**config.mk**
```make
export PLATFORM = sky130hd
export DESIGN_NAME = qlsf_queue
export DESIGN_NICKNAME = d
export VERILOG_FILES = /design/src/hw/rtl/qlsf_pkg.sv /design/src/hw/rtl/qlsf_queue.sv
export SDC_FILE = /design/constraint.sdc
export NUM_CORES = 1
export LEC_CHECK = 0
export ABC_AREA = 1
export BUFFER_PORTS_ARGS = -buffer_cell sky130_fd_sc_hd__buf_2
export CORE_AREA = 2 2 212 214
export DETAILED_ROUTE_END_ITERATION = 12
export DIE_AREA = 0 0 214 216
export GPL_TIMING_DRIVEN = 0
export PLACE_DENSITY = 0.76
export SLEW_MARGIN = 40
export SYNTH_ARGS = -nofsm -noshare
export SYNTH_HDL_FRONTEND = slang
export SYNTH_SLANG_ARGS = --single-unit
```
**constraint.sdc**
```tcl
create_clock -name clk -period 15.4 [get_ports clk]
set_input_delay 0.77 -clock clk [delete_from_list [all_inputs] [get_ports clk]]
set_output_delay 0.77 -clock clk [all_outputs]
set_load 0.005 [all_outputs]
```
**src/hw/rtl/qlsf_pkg.sv**
```systemverilog
package qlsf_pkg;

  localparam int MAX_SAMPLES_DEF = 256;
  localparam int CNT_W           = 9;
  localparam int QDEPTH          = 2;
  localparam int WIDE_W          = 112;
  localparam int OPB_W           = 54;
  localparam int DVD_W           = WIDE_W + 32;
  localparam int QUO_W           = 66;
  localparam int NSTEPS          = 24;
  localparam int STEP_W          = 5;
  localparam int COEF_W          = 64;

  localparam logic [1:0] ST_OK       = 2'd0;
  localparam logic [1:0] ST_SINGULAR = 2'd1;
  localparam logic [1:0] ST_SAT      = 2'd2;

  localparam logic [COEF_W-1:0] Q_MAX = {1'b0, {(COEF_W-1){1'b1}}};
  localparam logic [COEF_W-1:0] Q_MIN = {1'b1, {(COEF_W-1){1'b0}}};

  // Running sums of one sample set.
  typedef struct packed {
    logic [CNT_W-1:0]   cnt;
    logic signed [20:0] sx;
    logic signed [24:0] sy;
    logic signed [31:0] sx2;
    logic signed [42:0] sx3;
    logic signed [53:0] sx4;
    logic signed [35:0] sxy;
    logic signed [46:0] sx2y;
  } sums_t;

  // Operands of the solver: matrix entries, right-hand side, cofactors, determinants.
  typedef enum logic [4:0] {
    OP_M00, OP_M01, OP_M02, OP_M12, OP_M22, OP_R0, OP_R1, OP_R2,
    OP_C00, OP_C01, OP_C02, OP_C11, OP_C12, OP_C22, OP_DD, OP_N0, OP_N1, OP_N2
  } opnd_t;

  typedef struct packed {
    opnd_t a_sel;
    opnd_t b_sel;
    logic  neg;
    logic  first;
    logic  last;
    opnd_t dst;
  } step_t;

  function automatic step_t mk(input opnd_t a, input opnd_t b, input logic neg,
                               input logic first, input logic last, input opnd_t dst);
    step_t s;
    s.a_sel = a;
    s.b_sel = b;
    s.neg   = neg;
    s.first = first;
    s.last  = last;
    s.dst   = dst;
    return s;
  endfunction

  // Multiply-accumulate program: six cofactors, then the determinant and
  // the three Cramer numerators as dot products with cofactor columns.
  function automatic step_t step_of(input logic [STEP_W-1:0] idx);
    step_t s;
    unique case (idx)
      5'd0:    s = mk(OP_M02, OP_M22, 1'b0, 1'b1, 1'b0, OP_C00);
      5'd1:    s = mk(OP_M12, OP_M12, 1'b1, 1'b0, 1'b1, OP_C00);
      5'd2:    s = mk(OP_M12, OP_M02, 1'b0, 1'b1, 1'b0, OP_C01);
      5'd3:    s = mk(OP_M01, OP_M22, 1'b1, 1'b0, 1'b1, OP_C01);
      5'd4:    s = mk(OP_M01, OP_M12, 1'b0, 1'b1, 1'b0, OP_C02);
      5'd5:    s = mk(OP_M02, OP_M02, 1'b1, 1'b0, 1'b1, OP_C02);
      5'd6:    s = mk(OP_M00, OP_M22, 1'b0, 1'b1, 1'b0, OP_C11);
      5'd7:    s = mk(OP_M02, OP_M02, 1'b1, 1'b0, 1'b1, OP_C11);
      5'd8:    s = mk(OP_M01, OP_M02, 1'b0, 1'b1, 1'b0, OP_C12);
      5'd9:    s = mk(OP_M00, OP_M12, 1'b1, 1'b0, 1'b1, OP_C12);
      5'd10:   s = mk(OP_M00, OP_M02, 1'b0, 1'b1, 1'b0, OP_C22);
      5'd11:   s = mk(OP_M01, OP_M01, 1'b1, 1'b0, 1'b1, OP_C22);
      5'd12:   s = mk(OP_C00, OP_M00, 1'b0, 1'b1, 1'b0, OP_DD);
      5'd13:   s = mk(OP_C01, OP_M01, 1'b0, 1'b0, 1'b0, OP_DD);
      5'd14:   s = mk(OP_C02, OP_M02, 1'b0, 1'b0, 1'b1, OP_DD);
      5'd15:   s = mk(OP_C00, OP_R0,  1'b0, 1'b1, 1'b0, OP_N0);
      5'd16:   s = mk(OP_C01, OP_R1,  1'b0, 1'b0, 1'b0, OP_N0);
      5'd17:   s = mk(OP_C02, OP_R2,  1'b0, 1'b0, 1'b1, OP_N0);
      5'd18:   s = mk(OP_C01, OP_R0,  1'b0, 1'b1, 1'b0, OP_N1);
      5'd19:   s = mk(OP_C11, OP_R1,  1'b0, 1'b0, 1'b0, OP_N1);
      5'd20:   s = mk(OP_C12, OP_R2,  1'b0, 1'b0, 1'b1, OP_N1);
      5'd21:   s = mk(OP_C02, OP_R0,  1'b0, 1'b1, 1'b0, OP_N2);
      5'd22:   s = mk(OP_C12, OP_R1,  1'b0, 1'b0, 1'b0, OP_N2);
      5'd23:   s = mk(OP_C22, OP_R2,  1'b0, 1'b0, 1'b1, OP_N2);
      default: s = mk(OP_M00, OP_M00, 1'b0, 1'b1, 1'b1, OP_DD);
    endcase
    return s;
  endfunction

endpackage

```
**src/hw/rtl/qlsf_queue.sv**
```systemverilog
module qlsf_queue (
  input  logic            clk,
  input  logic            rst_n,
  input  logic            q_push,
  input  qlsf_pkg::sums_t q_wdata,
  output logic            q_full,
  input  logic            q_pop,
  output logic            q_empty,
  output qlsf_pkg::sums_t q_rdata
);

  localparam int PW = (qlsf_pkg::QDEPTH > 1) ? $clog2(qlsf_pkg::QDEPTH) : 1;
  localparam int CW = $clog2(qlsf_pkg::QDEPTH + 1);

  qlsf_pkg::sums_t mem_r [qlsf_pkg::QDEPTH];
  logic [PW-1:0]   wp_r, rp_r;
  logic [CW-1:0]   cnt_r, cnt_nxt;
  logic            do_push, do_pop;

  assign q_full  = cnt_r == CW'(qlsf_pkg::QDEPTH);
  assign q_empty = cnt_r == '0;
  assign do_push = q_push && !q_full;
  assign do_pop  = q_pop && !q_empty;
  assign q_rdata = mem_r[rp_r];

  always_comb begin
    cnt_nxt = cnt_r;
    if (do_push && !do_pop) cnt_nxt = cnt_r + 1'b1;
    if (do_pop && !do_push) cnt_nxt = cnt_r - 1'b1;
  end

  always_ff @(posedge clk) begin
    if (!rst_n) begin
      wp_r  <= '0;
      rp_r  <= '0;
      cnt_r <= '0;
    end else begin
      cnt_r <= cnt_nxt;
      if (do_push) wp_r <= wp_r + 1'b1;
      if (do_pop)  rp_r <= rp_r + 1'b1;
    end
  end

  always_ff @(posedge clk) begin
    if (do_push) mem_r[wp_r] <= q_wdata;
  end

  a_fill_bound: assert property (@(posedge clk) disable iff (!rst_n)
    cnt_r <= CW'(qlsf_pkg::QDEPTH)) else $error("queue fill beyond depth");
  a_push_grows: assert property (@(posedge clk) disable iff (!rst_n)
    (do_push && !do_pop) |=> cnt_r == $past(cnt_r) + 1'b1) else $error("push lost");
  a_pop_shrinks: assert property (@(posedge clk) disable iff (!rst_n)
    (do_pop && !do_push) |=> cnt_r == $past(cnt_r) - 1'b1) else $error("pop lost");

endmodule

```
==> reports/results.ini, run 1 <==
[status]
status = complete, no violations

[critical_path]
critPathCaptureType = output pin
crit_arrival_ns = 1.98
cp_slowest_stage_delay_ns = 0.34
critical-path-slowest-cell = mux2_4
cpLargestDelayFamily = buffers and inverters
cp_max_fo = 10
critPathLaunchType = flop
worstPathCellList = buf_6 -> buf_6 -> buf_6 -> mux2_4 -> buf_2
crit_required_ns = 14.63
rr_startpoint = cnt_r[1]
worstPathBufferInverterCount = 4
cp_common_cell = buf_6
path_class = flop to output pin

[clocking]
clock_path_buffers = 3
cts_resized = 0
clkSinkCount = 539
path_clk_slew_ns = 0.06
h-tree-depth = 2
insertion_delay_ns = 0.58
ctsHoldBuffers = 0
cts_setup_buffers = 0
root_buffer = clkbuf_16
cts_tree = yes
cts_made_buffers = 53

[timing]
timing.final.crit_period_ns = 2.751
drv_slew = 0
hold_viol = 0
rsz0062_at_grt = no
finalCritPeriodShare_pct = 17.86
finalSetupViolCount = 0
maxSlewHeadroom_pct = 67.46
layout_setup_ws_ns = 12.65
skew_ns = 0.01799
worstMarginPinSlew_ns = 0.4869
tns_ns = 0
timing.fmax_mhz = 363.5

[run]
maxCapViolations = 0

[floorplanning]
core_um2 = 43840
design.portCount = 540
die_area_um2 = 46220
initial_core_util_pct = 46.70
rows = 77
die_h_um = 216
die_x_um = 214

[power]
powerDensity_nw_per_um2 = 150.7
clockPowerShare_pct = 33.5
seqPwrFrac_pct = 46.3
leakage_nw = 10.32
vdd_drop_max_v = 0.0001113
power_frac_comb_pct = 20.2
p_sw_uw = 932.9
intPower_mw = 3.025
switching_share_pct = 23.57

[logic_synthesis]
ys_seq_area_share_pct = 78.82
synth_xor_area_share_pct = 0
synth_adder_area_share_pct = 0.06112
synth_seq_cells = 539
yosysWarnings = 0
muxShareOfSynthArea_pct = 18.90
synth_compound_area_share_pct = 0.04890
synthSimpleGateAreaFrac_pct = 0.4401
syn_avg_cell_area_um2 = 23.50
synth_cell_types = 14
synthCells = 871
synth_top_family_by_area = multiplexers
syn-num-nets = 1143
synthesis.area_um2 = 20470

[grt]
grt_pass1_wl_um = 64530
grt_max_degree = 80
grt-ovfl-total = 0
grtUsageTotal_pct = 18.57
grt_pass1_vias = 11200
antenna_found_initial = 18

[placement]
hpwl_um = 31420
dp_slack_ns = 12.33
finalWeightedCongestion = 0.7959
io_buffers = 539

[routing]
wl_per_cell_um = 20.65
avgViaCountPerCell = 4.875
antenna_left = 0
drt_iter0_markers = 627
post-route-drc-count = 0
wl_um = 44090
first_pass_iters = 5
dr_total_vias = 10410

[worst_hold_path]
hold_path.class = input port to flop
hold_start = q_wdata[231]

[cells_and_area]
drive_gt1_share_pct = 61.45
syn_to_final_growth_pct = 28.29
nNetsFinal = 1757

-- area by class of cell --
type | instances | area (um2)
flip-flops and latches | 539 | 16140
repair buffers | 559 | 3173
inverters | 9 | 41.29
diodes | 15 | 37.54
clock inverters | 28 | 332.8
fillers | 3159 | 17570
plain buffers | 30 | 319.1
well taps | 592 | 740.7
clock buffers | 70 | 1493
multi-input cells | 293 | 3990
-- path summary, 6_finish.rpt --
path                                       to  slack [ns]  cells past startpoint
worst max-delay path             q_rdata[211]       12.65                      5
worst min-delay path            mem_r[1][231]        0.37                      1
worst max register to register  mem_r[0][100]       12.77                     11
worst min register to register           rp_r        0.51                      2
-- cell usage in the layout, fill, tap and decap left out, drive strengths merged --
master,count
buf,589
edfxtp,534
mux2,267
clkbuf,70
diode,15
clkinv,14
nor2,13
inv,11
nand2,8
bufinv,7
dfxtp,5
clkinvlp,5
nand3,1
o21ai,1
a21oi,1
nand4,1
ha,1
-- per-layer routing --
metal	vias to the layer above	wire, um	global-route usage, %	share of wire, %
met5	-	41	0	0.093
met4	6	1420	8.834	3.2
met3	97	3287	5.426	7.5
met2	398	23490	33.21	53
met1	5183	15850	20.28	36
li1	4724	-	-	-
-- metrics by stage --
stage | total power [mW] | utilization (%) | cell area, um2 | std cells | hold slack (ns)
4_1_cts | 4.004 | 59.83 | 26230 | 2120 | 0.3273
5_1_grt | 4.101 | 59.91 | 26260 | 2134 | 0.3371
6_report | 3.958 | 59.91 | 26260 | 2135 | 0.3710
3_5_place_dp | 2.669 | 55.66 | 24400 | 2022 | 0.4891
3_3_place_gp | 2.696 | 54.54 | 23910 | 2002 | 0.4716
2_1_floorplan | 2.372 | - | 20470 | 871 | 0.4522
-- state kept, by name, indices dropped and copies added, names as in the netlist, named ones only --
name and cells:
wp_r 1, rp_r 1, mem_r 534, cnt_r 2
-- Yosys cell counts (all sizes together) --
master  instances  share of area, %
dfxtp           5              0.49
inv             9              0.17
a21oi           1             0.024
edfxtp        534                78
mux2          267                19
nand3           1             0.024
nand4           1             0.031
nand2           8              0.15
ha              1             0.061
o21ai           1             0.024
buf            30               1.6
nor2           13              0.24
-- cells by family after synthesis --
family / count (synthesis)
adder cells (fa/ha/maj): 1
multiplexers: 267
AND/OR/NAND/NOR: 23
buffers and inverters: 39
flip-flops: 539
AO/OA/AOI/OAI: 2
-- power by group through the flow --
stage / Combinational, mW / Sequential (mW) / Clock [mW]
3_5_place_dp: 0.808 / 1.86 / 0
6_report: 0.800 / 1.83 / 1.33
2_1_floorplan: 0.459 / 1.91 / 0
5_1_grt: 0.852 / 1.84 / 1.41
3_3_place_gp: 0.745 / 1.95 / 0
4_1_cts: 0.813 / 1.83 / 1.36
(Power assumes the default switching activity.)
==> run 2, diff against run 1 <==
- clock period: 15.4 -> 2.7 ns (I/O delays scaled with it)
==> run 2 against run 1 <==
Compared with the run above: global-route usage increased by 2.9 points; flip-flop and latch count unchanged; largest power group unchanged; combinational power increased to 6.4 times the previous value; final cell count increased by 13%; first-iteration DRC count increased by 6.5%; critical endpoint is now mem_r[0][174]; count of clock-buffer cells in the layout decreased by 1; core utilization increased by 6.3 points; non-clock buffer count increased by 280; total power increased to 5.8 times the previous value; die area unchanged.
==> reports/results.ini, run 2 (synthesized netlist as in run 1, its figures left out) <==
[clocking]
cts_tree = yes
root_buffer = clkbuf_16
h-tree-depth = 2  ; unchanged
cts_resized = 0  ; unchanged
insertion_delay_ns = 0.59  ; about the same
clock_path_buffers = 3  ; unchanged
path_clk_slew_ns = 0.06  ; about the same
clkSinkCount = 539  ; unchanged
cts_made_buffers = 54  ; +1.9%

[floorplanning]
initial_core_util_pct = 46.70  ; unchanged
core_um2 = 43840  ; unchanged
design.portCount = 540  ; unchanged
die_h_um = 216  ; unchanged
die_x_um = 214  ; unchanged
die_area_um2 = 46220  ; unchanged
rows = 77  ; unchanged

[cells_and_area]
final_cell_mix = buf_2, edfxtp_1, dlygate4sd3_1
drive_gt1_share_pct = 52.49  ; -9.0 points
layout_commonest_cell = buf_2
reg_top3 = mem_r x534, cnt_r x2
largest_reg_flops = 534  ; unchanged
design_area_um2 = 29040  ; +11%
fill_cells = 2692  ; -15%
top_register = mem_r
nNetsFinal = 2038  ; +16%
syn_to_final_growth_pct = 41.87

[status]
status = complete, no violations

[run]
maxCapViolations = 0  ; unchanged

[critical_path]
crit_arrival_ns = 2.84  ; +0.86 ns
critPathLaunchType = flop
critPathCaptureType = flop
cp_max_fo = 20  ; +10
rr_startpoint = cnt_r[1]
crit_required_ns = 2.97  ; -11.66 ns
reg2reg_to = mem_r[0][174]
path_class = flop to flop
reg2reg_depth = 10  ; -1
reg2reg_slack_ns = 0.13  ; -12.64 ns

[routing]
first_pass_iters = 5  ; unchanged
drt_iter0_markers = 668  ; +6.5%
avgViaCountPerCell = 4.898  ; +0.47%
wl_um = 51210  ; +16%
antenna_left = 0  ; unchanged
wl_per_cell_um = 21.31  ; +3.2%
post-route-drc-count = 0  ; unchanged
dr_total_vias = 11770  ; +13%

[timing]
timing.fmax_mhz = 389.1
maxSlewHeadroom_pct = 65.94  ; -1.5 points
drv_slew = 0  ; unchanged
layout_setup_ws_ns = 0.1297  ; -12.52 ns
rsz0062_at_grt = no
finalCritPeriodShare_pct = 95.20
worstMarginPinSlew_ns = 0.5097  ; +0.02277 ns
whs_ns = 0.2694  ; -0.1017 ns
tns_ns = 0  ; unchanged
timing.final.crit_period_ns = 2.570
hold_viol = 0  ; unchanged
skew_ns = 0.02396  ; +0.005976 ns
finalSetupViolCount = 0  ; unchanged

[worst_hold_path]
hold_end = mem_r[1][246]
hold_path_depth = 2  ; +1
hold_path.class = input port to flop
hold_start = q_wdata[246]

[grt]
antenna_found_initial = 2  ; -16
grt_pass1_wl_um = 75800  ; +17%
grt_pass1_vias = 12940  ; +16%
grtUsageTotal_pct = 21.48  ; +2.9 points
grt-ovfl-total = 0  ; unchanged
grt_max_degree = 26  ; -68%

[placement]
placed_area_um2 = 24610  ; +0.88%
finalWeightedCongestion = 0.7977  ; +0.23%
dp_slack_ns = 0.1305  ; -12.20 ns
hpwl_um = 32690  ; +4.0%
io_buffers = 539  ; unchanged

[power]
leakage_nw = 11.49  ; +11%
powerDensity_nw_per_um2 = 786.5  ; +420%
vdd_drop_max_v = 0.0007021  ; +530%
p_total_mw = 22.84  ; +480%

-- run 2: layer usage --
metal  vias up  global-route usage [%]  part of all wire [%]
li1       5269                       -                     -
met1      5955                   23.97                    37
met2       443                   39.89                    54
met3       102                   5.060                   6.3
met4         0                   7.809                   3.2
met5         -                       0                     0
-- run 2: timing repair --
action | CTS | global route
endpoints found under the setup margin | 0 | 20
endpoints found under the hold margin | 539 | 0
hold buffers | 270 | 0
setup buffers | 0 | 0
-- run 2: worst max path at each step --
stage | start | to
detailed placement | cnt_r[1] | mem_r[0][103]
floorplan | cnt_r[1] | mem_r[1][0]
global route | cnt_r[1] | mem_r[0][174]
global placement | cnt_r[1] | mem_r[1][57]
finish | cnt_r[1] | mem_r[0][174]
CTS | cnt_r[1] | mem_r[0][177]
-- run 2: stage by stage --
stage | util (%) | cells
floorplan | - | 871
global placement | 54.60 | 2002
detailed placement | 56.15 | 2032
CTS | 66.24 | 2400
global route | 66.24 | 2401
finish | 66.25 | 2403
-- run 2: where the power goes --
group          switching, mW  internal [mW]  total (mW)
clock                   3.07           4.23        7.30
combinational           2.30           2.78        5.08
sequential             0.239           10.2        10.5
total                   5.61           17.2        22.8
-- run 2: area by class of cell --
type	instances	area, um2	share of cell area, %
repair buffers	839	6078	20.93
diodes	3	7.507	0.02585
inverters	9	37.54	0.1292
multi-input cells	293	4003	13.78
flip-flops and latches	539	16140	55.57
well taps	592	740.7	2.550
clock inverters	29	247.7	0.8530
clock buffers	69	1471	5.066
plain buffers	30	319.1	1.099
-- run 2: worst max-delay path, cell delays in order, from the launching register on --
cell and delay [ns]:
dfxtp_2 0.34, inv_2 0.07, nor2_4 0.04, nor2_2 0.17, inv_2 0.08, nor2_4 0.41, buf_16 0.23, buf_8 0.20
buf_8 0.22, buf_8 0.22, buf_8 0.22
