==> src/hw/rtl/qlsf_pkg.sv <==
package qlsf_pkg;

  localparam int MAX_SAMPLES_DEF = 256;
  localparam int CNT_W           = 9;
  localparam int QDEPTH          = 2;
  localparam int WIDE_W          = 112;
  localparam int OPB_W           = 54;
  localparam int DVD_W           = WIDE_W + 32;
  localparam int QUO_W           = 66;
  localparam int NSTEPS          = 24;
  localparam int STEP_W          = 5;
  localparam int COEF_W          = 64;

  localparam logic [1:0] ST_OK       = 2'd0;
  localparam logic [1:0] ST_SINGULAR = 2'd1;
  localparam logic [1:0] ST_SAT      = 2'd2;

  localparam logic [COEF_W-1:0] Q_MAX = {1'b0, {(COEF_W-1){1'b1}}};
  localparam logic [COEF_W-1:0] Q_MIN = {1'b1, {(COEF_W-1){1'b0}}};

  // Running sums of one sample set.
  typedef struct packed {
    logic [CNT_W-1:0]   cnt;
    logic signed [20:0] sx;
    logic signed [24:0] sy;
    logic signed [31:0] sx2;
    logic signed [42:0] sx3;
    logic signed [53:0] sx4;
    logic signed [35:0] sxy;
    logic signed [46:0] sx2y;
  } sums_t;

  // Operands of the solver: matrix entries, right-hand side, cofactors, determinants.
  typedef enum logic [4:0] {
    OP_M00, OP_M01, OP_M02, OP_M12, OP_M22, OP_R0, OP_R1, OP_R2,
    OP_C00, OP_C01, OP_C02, OP_C11, OP_C12, OP_C22, OP_DD, OP_N0, OP_N1, OP_N2
  } opnd_t;

  typedef struct packed {
    opnd_t a_sel;
    opnd_t b_sel;
    logic  neg;
    logic  first;
    logic  last;
    opnd_t dst;
  } step_t;

  function automatic step_t mk(input opnd_t a, input opnd_t b, input logic neg,
                               input logic first, input logic last, input opnd_t dst);
    step_t s;
    s.a_sel = a;
    s.b_sel = b;
    s.neg   = neg;
    s.first = first;
    s.last  = last;
    s.dst   = dst;
    return s;
  endfunction

  // Multiply-accumulate program: six cofactors, then the determinant and
  // the three Cramer numerators as dot products with cofactor columns.
  function automatic step_t step_of(input logic [STEP_W-1:0] idx);
    step_t s;
    unique case (idx)
      5'd0:    s = mk(OP_M02, OP_M22, 1'b0, 1'b1, 1'b0, OP_C00);
      5'd1:    s = mk(OP_M12, OP_M12, 1'b1, 1'b0, 1'b1, OP_C00);
      5'd2:    s = mk(OP_M12, OP_M02, 1'b0, 1'b1, 1'b0, OP_C01);
      5'd3:    s = mk(OP_M01, OP_M22, 1'b1, 1'b0, 1'b1, OP_C01);
      5'd4:    s = mk(OP_M01, OP_M12, 1'b0, 1'b1, 1'b0, OP_C02);
      5'd5:    s = mk(OP_M02, OP_M02, 1'b1, 1'b0, 1'b1, OP_C02);
      5'd6:    s = mk(OP_M00, OP_M22, 1'b0, 1'b1, 1'b0, OP_C11);
      5'd7:    s = mk(OP_M02, OP_M02, 1'b1, 1'b0, 1'b1, OP_C11);
      5'd8:    s = mk(OP_M01, OP_M02, 1'b0, 1'b1, 1'b0, OP_C12);
      5'd9:    s = mk(OP_M00, OP_M12, 1'b1, 1'b0, 1'b1, OP_C12);
      5'd10:   s = mk(OP_M00, OP_M02, 1'b0, 1'b1, 1'b0, OP_C22);
      5'd11:   s = mk(OP_M01, OP_M01, 1'b1, 1'b0, 1'b1, OP_C22);
      5'd12:   s = mk(OP_C00, OP_M00, 1'b0, 1'b1, 1'b0, OP_DD);
      5'd13:   s = mk(OP_C01, OP_M01, 1'b0, 1'b0, 1'b0, OP_DD);
      5'd14:   s = mk(OP_C02, OP_M02, 1'b0, 1'b0, 1'b1, OP_DD);
      5'd15:   s = mk(OP_C00, OP_R0,  1'b0, 1'b1, 1'b0, OP_N0);
      5'd16:   s = mk(OP_C01, OP_R1,  1'b0, 1'b0, 1'b0, OP_N0);
      5'd17:   s = mk(OP_C02, OP_R2,  1'b0, 1'b0, 1'b1, OP_N0);
      5'd18:   s = mk(OP_C01, OP_R0,  1'b0, 1'b1, 1'b0, OP_N1);
      5'd19:   s = mk(OP_C11, OP_R1,  1'b0, 1'b0, 1'b0, OP_N1);
      5'd20:   s = mk(OP_C12, OP_R2,  1'b0, 1'b0, 1'b1, OP_N1);
      5'd21:   s = mk(OP_C02, OP_R0,  1'b0, 1'b1, 1'b0, OP_N2);
      5'd22:   s = mk(OP_C12, OP_R1,  1'b0, 1'b0, 1'b0, OP_N2);
      5'd23:   s = mk(OP_C22, OP_R2,  1'b0, 1'b0, 1'b1, OP_N2);
      default: s = mk(OP_M00, OP_M00, 1'b0, 1'b1, 1'b1, OP_DD);
    endcase
    return s;
  endfunction

endpackage

==> src/hw/rtl/qlsf_solve.sv <==
module qlsf_solve (
  input  logic                clk,
  input  logic                rst_n,
  input  logic                q_empty,
  input  qlsf_pkg::sums_t     q_rdata,
  output logic                q_pop,
  output logic                empty,
  input  logic                pop,
  output logic signed [63:0]  out_coef_const,
  output logic signed [63:0]  out_coef_linear,
  output logic signed [63:0]  out_coef_square,
  output logic [1:0]          out_fit_status
);

  localparam int W  = qlsf_pkg::WIDE_W;
  localparam int BW = qlsf_pkg::OPB_W;
  localparam int DW = qlsf_pkg::DVD_W;
  localparam int QW = qlsf_pkg::QUO_W;
  localparam int CF = qlsf_pkg::COEF_W;

  typedef enum logic [7:0] {
    S_IDLE   = 8'b0000_0001,
    S_MINIT  = 8'b0000_0010,
    S_MRUN   = 8'b0000_0100,
    S_CHECK  = 8'b0000_1000,
    S_DINIT  = 8'b0001_0000,
    S_DRUN   = 8'b0010_0000,
    S_DROUND = 8'b0100_0000,
    S_DONE   = 8'b1000_0000
  } state_t;

  state_t                       state_r, state_nxt;
  qlsf_pkg::sums_t              m_r;
  logic signed [W-1:0]          c00_r, c01_r, c02_r, c11_r, c12_r, c22_r;
  logic signed [W-1:0]          dd_r, n0_r, n1_r, n2_r;
  logic [W-1:0]                 acc_r, ash_r, acc_add;
  logic [BW-1:0]                bmag_r;
  logic                         bsgn_r;
  logic [qlsf_pkg::STEP_W-1:0]  step_r;
  qlsf_pkg::step_t              st;
  logic signed [W-1:0]          opa;
  logic signed [BW-1:0]         opb;
  logic [1:0]                   k_r;
  logic [DW-1:0]                dvd_r;
  logic [W-1:0]                 den_r, rem_r, rem_nxt;
  logic [QW-1:0]                quo_r;
  logic                         ovf_r, qneg_r, sat_r, sing_r;
  logic [7:0]                   bitcnt_r;
  logic signed [W-1:0]          nsel;
  logic [W:0]                   r_sh, diff;
  logic                         ge, rup, rsat;
  logic [QW:0]                  qsum;
  logic [CF-1:0]                coefval;
  logic [CF-1:0]                res_r [3];
  logic                         out_v_r, ld_out, mdone;

  assign st    = qlsf_pkg::step_of(step_r);
  assign q_pop = (state_r == S_IDLE) && !q_empty;
  assign empty = !out_v_r;
  assign ld_out = (state_r == S_DONE) && (!out_v_r || pop);
  assign mdone = bmag_r == '0;

  always_comb begin
    case (st.a_sel)
      qlsf_pkg::OP_M00: opa = W'(m_r.cnt);
      qlsf_pkg::OP_M01: opa = W'(m_r.sx);
      qlsf_pkg::OP_M02: opa = W'(m_r.sx2);
      qlsf_pkg::OP_M12: opa = W'(m_r.sx3);
      qlsf_pkg::OP_M22: opa = W'(m_r.sx4);
      qlsf_pkg::OP_C00: opa = c00_r;
      qlsf_pkg::OP_C01: opa = c01_r;
      qlsf_pkg::OP_C02: opa = c02_r;
      qlsf_pkg::OP_C11: opa = c11_r;
      qlsf_pkg::OP_C12: opa = c12_r;
      qlsf_pkg::OP_C22: opa = c22_r;
      default:          opa = '0;
    endcase
    case (st.b_sel)
      qlsf_pkg::OP_M00: opb = BW'(m_r.cnt);
      qlsf_pkg::OP_M01: opb = BW'(m_r.sx);
      qlsf_pkg::OP_M02: opb = BW'(m_r.sx2);
      qlsf_pkg::OP_M12: opb = BW'(m_r.sx3);
      qlsf_pkg::OP_M22: opb = m_r.sx4;
      qlsf_pkg::OP_R0:  opb = BW'(m_r.sy);
      qlsf_pkg::OP_R1:  opb = BW'(m_r.sxy);
      qlsf_pkg::OP_R2:  opb = BW'(m_r.sx2y);
      default:          opb = '0;
    endcase
    case (k_r)
      2'd1:    nsel = n1_r;
      2'd2:    nsel = n2_r;
      default: nsel = n0_r;
    endcase
  end

  // One shift-add of the serial multiplier; the sign rides on the addend.
  assign acc_add = acc_r + (ash_r ^ {W{bsgn_r}}) + W'(bsgn_r);

  // One restoring division step, then round half away from zero.
  assign r_sh    = {rem_r, dvd_r[DW-1]};
  assign diff    = r_sh - {1'b0, den_r};
  assign ge      = r_sh >= {1'b0, den_r};
  assign rem_nxt = ge ? diff[W-1:0] : r_sh[W-1:0];
  assign rup     = {rem_r, 1'b0} >= {1'b0, den_r};
  assign qsum    = {1'b0, quo_r} + (QW+1)'(rup);
  assign rsat    = ovf_r || (qsum[QW:CF] != '0) ||
                   (qneg_r ? (qsum[CF-1:0] > qlsf_pkg::Q_MIN) : qsum[CF-1]);
  assign coefval = rsat ? (qneg_r ? qlsf_pkg::Q_MIN : qlsf_pkg::Q_MAX)
                        : (qneg_r ? (~qsum[CF-1:0] + 1'b1) : qsum[CF-1:0]);

  always_comb begin
    state_nxt = state_r;
    unique case (state_r)
      S_IDLE:   if (!q_empty) state_nxt = S_MINIT;
      S_MINIT:  state_nxt = S_MRUN;
      S_MRUN:   if (mdone) state_nxt = (step_r == qlsf_pkg::STEP_W'(qlsf_pkg::NSTEPS - 1))
                                       ? S_CHECK : S_MINIT;
      S_CHECK:  state_nxt = (dd_r == '0) ? S_DONE : S_DINIT;
      S_DINIT:  state_nxt = S_DRUN;
      S_DRUN:   if (bitcnt_r == 8'd1) state_nxt = S_DROUND;
      S_DROUND: state_nxt = (k_r == 2'd2) ? S_DONE : S_DINIT;
      S_DONE:   if (ld_out) state_nxt = S_IDLE;
      default:  state_nxt = S_IDLE;
    endcase
  end

  always_ff @(posedge clk) begin
    if (!rst_n) begin
      state_r <= S_IDLE;
      out_v_r <= 1'b0;
    end else begin
      state_r <= state_nxt;
      if (ld_out)            out_v_r <= 1'b1;
      else if (pop)          out_v_r <= 1'b0;
    end
  end

  always_ff @(posedge clk) begin
    unique case (state_r)
      S_IDLE: begin
        m_r    <= q_rdata;
        step_r <= '0;
      end
      S_MINIT: begin
        ash_r  <= opa;
        bmag_r <= opb[BW-1] ? BW'(-opb) : opb;
        bsgn_r <= opb[BW-1] ^ st.neg;
        if (st.first) acc_r <= '0;
      end
      S_MRUN: begin
        if (mdone) begin
          step_r <= step_r + 1'b1;
          if (st.last) begin
            case (st.dst)
              qlsf_pkg::OP_C00: c00_r <= acc_r;
              qlsf_pkg::OP_C01: c01_r <= acc_r;
              qlsf_pkg::OP_C02: c02_r <= acc_r;
              qlsf_pkg::OP_C11: c11_r <= acc_r;
              qlsf_pkg::OP_C12: c12_r <= acc_r;
              qlsf_pkg::OP_C22: c22_r <= acc_r;
              qlsf_pkg::OP_DD:  dd_r  <= acc_r;
              qlsf_pkg::OP_N0:  n0_r  <= acc_r;
              qlsf_pkg::OP_N1:  n1_r  <= acc_r;
              qlsf_pkg::OP_N2:  n2_r  <= acc_r;
              default: ;
            endcase
          end
        end else begin
          if (bmag_r[0]) acc_r <= acc_add;
          ash_r  <= ash_r << 1;
          bmag_r <= bmag_r >> 1;
        end
      end
      S_CHECK: begin
        sing_r <= dd_r == '0;
        sat_r  <= 1'b0;
        k_r    <= '0;
        res_r[0] <= '0;
        res_r[1] <= '0;
        res_r[2] <= '0;
      end
      S_DINIT: begin
        qneg_r   <= nsel[W-1] ^ dd_r[W-1];
        dvd_r    <= {(nsel[W-1] ? W'(-nsel) : nsel), 32'd0};
        den_r    <= dd_r[W-1] ? W'(-dd_r) : dd_r;
        rem_r    <= '0;
        quo_r    <= '0;
        ovf_r    <= 1'b0;
        bitcnt_r <= 8'(DW);
      end
      S_DRUN: begin
        rem_r    <= rem_nxt;
        dvd_r    <= dvd_r << 1;
        quo_r    <= {quo_r[QW-2:0], ge};
        ovf_r    <= ovf_r | quo_r[QW-1];
        bitcnt_r <= bitcnt_r - 1'b1;
      end
      S_DROUND: begin
        res_r[k_r] <= coefval;
        sat_r      <= sat_r | rsat;
        k_r        <= k_r + 1'b1;
      end
      S_DONE: begin
        if (ld_out) begin
          out_coef_const  <= res_r[0];
          out_coef_linear <= res_r[1];
          out_coef_square <= res_r[2];
          out_fit_status  <= sing_r ? qlsf_pkg::ST_SINGULAR
                           : (sat_r ? qlsf_pkg::ST_SAT : qlsf_pkg::ST_OK);
        end
      end
      default: ;
    endcase
  end

  a_pop_starts: assert property (@(posedge clk) disable iff (!rst_n)
    q_pop |=> state_r == S_MINIT) else $error("set taken without starting the solve");
  a_singular_zero: assert property (@(posedge clk) disable iff (!rst_n)
    (out_v_r && out_fit_status == qlsf_pkg::ST_SINGULAR) |->
      (out_coef_const == '0 && out_coef_linear == '0 && out_coef_square == '0))
    else $error("singular result with nonzero coefficients");
  a_status_code: assert property (@(posedge clk) disable iff (!rst_n)
    out_v_r |-> out_fit_status != 2'd3) else $error("undefined status code");
  a_hold_result: assert property (@(posedge clk) disable iff (!rst_n)
    (out_v_r && !pop) |=> $stable(out_coef_const) && out_v_r)
    else $error("waiting result changed");

endmodule

==> config.mk <==
export PLATFORM = sky130hd
export DESIGN_NAME = qlsf_solve
export DESIGN_NICKNAME = d
export VERILOG_FILES = /design/src/hw/rtl/qlsf_pkg.sv /design/src/hw/rtl/qlsf_solve.sv
export SDC_FILE = /design/constraint.sdc
export NUM_CORES = 2
export LEC_CHECK = 0
export BUFFER_PORTS_ARGS = -buffer_cell sky130_fd_sc_hd__buf_2
export CAP_MARGIN = 10
export CORE_MARGIN = 4
export CORE_UTILIZATION = 50
export CTS_CLUSTER_DIAMETER = 120
export DETAILED_ROUTE_END_ITERATION = 6
export PLACE_DENSITY_LB_ADDON = 0.25
export RECOVER_POWER = 100
export SLEW_MARGIN = 30
export SYNTH_ARGS = -nofsm -noshare
export SYNTH_HDL_FRONTEND = slang
export SYNTH_SLANG_ARGS = --single-unit
==> constraint.sdc <==
create_clock -name clk -period 80.3 [get_ports clk]
set_input_delay 16.06 -clock clk [delete_from_list [all_inputs] [get_ports clk]]
set_output_delay 16.06 -clock clk [all_outputs]
set_load 0.02 [all_outputs]
==> impl_metrics.prom <==
# TYPE chip_impl_metric gauge
chip_impl_metric{name="start_util",unit="%"} 50.43
chip_impl_info{name="clockRootBuffer",value="sky130_fd_sc_hd__clkbuf_16"} 1
chip_impl_info{name="cpLargestDelayFamily",value="buffers and inverters"} 1
chip_impl_metric{name="fillers",unit=""} 18820
chip_impl_metric{name="cts_hold_repair.buffers",unit=""} 0
chip_impl_metric{name="critical_path_fanouts_max",unit=""} 2
chip_impl_metric{name="post_synthesis_net_count",unit=""} 9804
chip_impl_metric{name="synthDominantCellAreaShare",unit="%"} 63.80
chip_impl_metric{name="fin_crit_sh",unit="%"} 40.58
chip_impl_info{name="endpoint_kind",value="output pin"} 1
chip_impl_info{name="crit_slowest_cell",value="sky130_fd_sc_hd__clkbuf_1"} 1
chip_impl_metric{name="htree_num_levels",unit=""} 5
chip_impl_info{name="outcome",value="complete, but fails checks"} 1
chip_impl_metric{name="yosys_register_bits",unit=""} 2497
chip_impl_metric{name="place.detailed.instances",unit=""} 12390
chip_impl_metric{name="grt_pass1_vias",unit=""} 76800
chip_impl_metric{name="cts_made_buffers",unit=""} 278
chip_impl_metric{name="globalplace.congestion",unit=""} 0.9267
chip_impl_metric{name="clock_path_buffers",unit=""} 4
chip_impl_info{name="tritoncts",value="yes"} 1
chip_impl_info{name="path_cells",value="buf_2 -> nor2b_1 -> clkbuf_1"} 1
chip_impl_metric{name="floorplan.io_pins",unit=""} 467
chip_impl_metric{name="tightest_slew",unit="ns"} 9.038
chip_impl_info{name="yosys.cell_count.top_type",value="sky130_fd_sc_hd__edfxtp_1"} 1
chip_impl_metric{name="synthCells",unit=""} 9292
chip_impl_metric{name="post_cts.resized_instances",unit=""} 0
chip_impl_metric{name="globalRoute.totalOverflow",unit=""} 0
chip_impl_metric{name="vdd.ir_drop.worst",unit="V"} 0.00002772
chip_impl_metric{name="yosysWarnings",unit=""} 0
chip_impl_metric{name="synthArstFlopShare",unit="%"} 0
chip_impl_metric{name="post_synth_instance_area",unit="um^2"} 116400
chip_impl_metric{name="placement.io_buffers",unit=""} 466
chip_impl_info{name="violations_in_the_final_reports",value="DRC, capacitance limit, slew limit"} 1
chip_impl_info{name="leading_register_cell_type_out_of_synthesis",value="sky130_fd_sc_hd__edfxtp_1"} 1
chip_impl_metric{name="dpl.hpwl",unit="um"} 222200
chip_impl_metric{name="synth_area_per_cell",unit="um^2"} 12.53
chip_impl_metric{name="via_count",unit=""} 80590
chip_impl_metric{name="route.detailed.vias_per_inst",unit=""} 6.257
chip_impl_metric{name="grt_pass1_wl",unit="um"} 486000
chip_impl_metric{name="grt_max_degree",unit=""} 183
chip_impl_metric{name="final_layout_size_suffix_gt1_share",unit="%"} 8.380
chip_impl_metric{name="power_per_cell_area",unit="nW/um^2"} 26.77
chip_impl_metric{name="first_pass_iters",unit=""} 7
chip_impl_metric{name="finalCriticalPeriod",unit="ns"} 32.59
chip_impl_metric{name="critical-path-max-stage-delay",unit="ns"} 0.25
chip_impl_info{name="startpoint_of_the_worst_hold_path",value="res_r[1][8]"} 1
chip_impl_info{name="most_numerous_cell_types_in_the_synthesized_netlist",value="sky130_fd_sc_hd__edfxtp_1, sky130_fd_sc_hd__nor2_1, sky130_fd_sc_hd__nand2_1, sky130_fd_sc_hd__a21oi_1, sky130_fd_sc_hd__o21ai_0"} 1
chip_impl_metric{name="clkSlewWorstSetupHoldPaths",unit="ns"} 0.06
chip_impl_metric{name="worst-endpoint-arrival",unit="ns"} 16.53
chip_impl_metric{name="clock_sink_count",unit=""} 2497
chip_impl_metric{name="groute.usage.overall",unit="%"} 26.25
chip_impl_metric{name="crit_buf_inv",unit=""} 2
chip_impl_metric{name="postCtsSetupRepairBufs",unit=""} 0
chip_impl_info{name="critical_path.startpoint_type",value="primary input"} 1
chip_impl_metric{name="fmax",unit="MHz"} 30.69
chip_impl_metric{name="setup.reg_to_reg.worst_slack",unit="ns"} 67.73
chip_impl_metric{name="finalSetupTns",unit="ns"} 0
chip_impl_metric{name="route.detailed.wl_per_inst",unit="um"} 25.44
chip_impl_metric{name="rows",unit=""} 176
chip_impl_metric{name="clkLatencyLatePin",unit="ns"} 0.93
chip_impl_metric{name="worst_clock_skew",unit="ns"} 0.08708
chip_impl_metric{name="slew_viol_final",unit=""} 4211
chip_impl_metric{name="design.final.nets",unit=""} 10160
chip_impl_info{name="timing.rr.start",value="state_r[3]"} 1
chip_impl_metric{name="core_area",unit="um^2"} 230800
chip_impl_info{name="timing_worst_setup_path_type",value="primary input to output pin"} 1
chip_impl_metric{name="finalSetupViolCount",unit=""} 0
chip_impl_metric{name="instances_no_fill",unit=""} 12880
chip_impl_metric{name="design.die.area",unit="um^2"} 240600
chip_impl_metric{name="die_h",unit="um"} 490.5
chip_impl_metric{name="synth_edf_count",unit=""} 2473
chip_impl_metric{name="overall_power_of_the_completed_layout",unit="mW"} 3.470
chip_impl_metric{name="drv_cap",unit=""} 73
chip_impl_metric{name="synth_seq_area_share",unit="%"} 64.22
chip_impl_info{name="timing.critical_path.from",value="q_empty"} 1
chip_impl_info{name="grt_setup_unrepaired",value="false"} 1
chip_impl_info{name="post_synth_main_area_contributors",value="sky130_fd_sc_hd__edfxtp_1, sky130_fd_sc_hd__xnor2_1, sky130_fd_sc_hd__a21oi_1"} 1
chip_impl_metric{name="cellLeakagePower",unit="nW"} 42.96
chip_impl_metric{name="hold_slack",unit="ns"} 0.3958
chip_impl_info{name="synth_top_cell_by_area",value="sky130_fd_sc_hd__edfxtp_1"} 1
chip_impl_metric{name="utilization_after_layout",unit="%"} 56.17
chip_impl_metric{name="worst-endpoint-required",unit="ns"} 64.24
chip_impl_metric{name="remaining_drc_errors",unit=""} 6
chip_impl_metric{name="wirelength",unit="um"} 327700
chip_impl_metric{name="drt_first_iter_violations",unit=""} 9842
chip_impl_metric{name="die_w",unit="um"} 490.5
chip_impl_metric{name="post_synthesis_cell_type_count",unit=""} 97
chip_impl_metric{name="hold_violation_total_from_the_final_report",unit=""} 0
chip_impl_info{name="timing.hold.worst.class",value="flip-flop to flip-flop"} 1
chip_impl_metric{name="relSlewSlack",unit="%"} -502.5
chip_impl_metric{name="grt_antenna_before_repair",unit=""} 19
chip_impl_metric{name="area.growth.synth_to_final",unit="%"} 11.37
chip_impl_metric{name="final_antenna_net_count",unit=""} 0
[worst paths after layout]
path                             end  cells past startpoint
setup / recovery               q_pop                      3
hold / removal    out_coef_linear[8]                      0
setup reg to reg            m_r[125]                      7
hold reg to reg   out_coef_linear[8]                      0
[layout make-up]
class | count | area (um^2) | share of cell area, %
clock buffer | 330 | 7278 | 5.615
inverter | 242 | 908.4 | 0.7008
tap | 3026 | 3786 | 2.921
multi-input combinational | 6036 | 38810 | 29.94
sequential | 2497 | 74750 | 57.66
antenna | 8 | 20.02 | 0.01544
clock inverter | 147 | 1299 | 1.002
timing repair buffer | 593 | 2783 | 2.147
[worst reg2reg max path: cells and delay by family (launching register included)]
family | cells | cell delay (ns)
buffers and inverters | 4 | 10.85
and+or+nand+nor | 3 | 0.82
DFF | 1 | 0.34
[kinds of logic (layout without fill, tap and decap cells)]
group	count (synthesis)	count (layout)	share of synthesized area, %
simple gates	2609	2609	10.65
flops	2497	2497	64.22
compound gates	2342	2342	13.29
buf+inv	759	1312	2.520
xor+xnor	702	702	5.283
fa+ha+maj	241	241	2.604
mux	142	142	1.434
other cells	0	8	0
[flip-flops by register name (all words and copies together) (netlist names), 54 cells and up]
register	count
out_coef_linear	64
rem_r	112
quo_r	66
n2_r	112
bmag_r	54
out_coef_const	64
m_r	267
ash_r	112
dd_r	112
c02_r	112
res_r	192
n0_r	112
n1_r	112
den_r	112
c00_r	112
c01_r	112
dvd_r	112
c11_r	112
c12_r	112
acc_r	112
out_coef_square	64
c22_r	112
[placed cells by master (no fill, tap or decap), drive strengths merged, types with 24 or more instances in the layout]
| cell | Yosys | layout |
|---|---|---|
| a221oi | 80 | 80 |
| a221o | 24 | 24 |
| inv | 241 | 254 |
| nand2 | 781 | 781 |
| a21o | 109 | 109 |
| o21ai | 462 | 462 |
| a211oi | 46 | 46 |
| o31ai | 66 | 66 |
| xor2 | 337 | 337 |
| clkbuf | 434 | 610 |
| nor3 | 130 | 130 |
| and2 | 105 | 105 |
| or4 | 38 | 38 |
| and3 | 44 | 44 |
| nand3 | 163 | 163 |
| a22o | 212 | 212 |
| o21a | 35 | 35 |
| o41ai | 27 | 27 |
| edfxtp | 2473 | 2473 |
| nor2 | 784 | 784 |
| or3 | 55 | 55 |
| mux2i | 88 | 88 |
| o21bai | 69 | 69 |
| nand2b | 38 | 38 |
| mux2 | 38 | 38 |
| a31oi | 54 | 54 |
| buf | 83 | 313 |
| and4 | 31 | 31 |
| a22oi | 371 | 371 |
| nand4 | 245 | 245 |
| dfxtp | 24 | 24 |
| nor4 | 60 | 60 |
| a21oi | 622 | 622 |
| clkinv | 1 | 104 |
| xnor2 | 365 | 365 |
| ha | 239 | 239 |
| nor2b | 42 | 42 |
[per-stage QoR]
stage	area, um^2	setup slack, ns
floorplan	116400	42.65
global placement	121800	47.81
detailed placement	121800	47.79
CTS	130400	47.79
global route	129600	47.68
finish	129600	47.71
[where the power goes]
| part | switching (mW) | total [mW] | internal, mW |
|---|---|---|---|
| Combinational | 0.395 | 0.641 | 0.246 |
| Sequential | 0.0728 | 1.61 | 1.54 |
| Clock | 0.509 | 1.22 | 0.708 |
[per-layer routing]
metal,global-route usage [%],vias up,routed length (um)
li1,-,36050,-
met1,38.00,39930,137400
met2,40.70,3986,148700
met3,4.541,619,30720
met4,8.028,0,10820
met5,0,-,0
(Power assumes the default switching activity.)
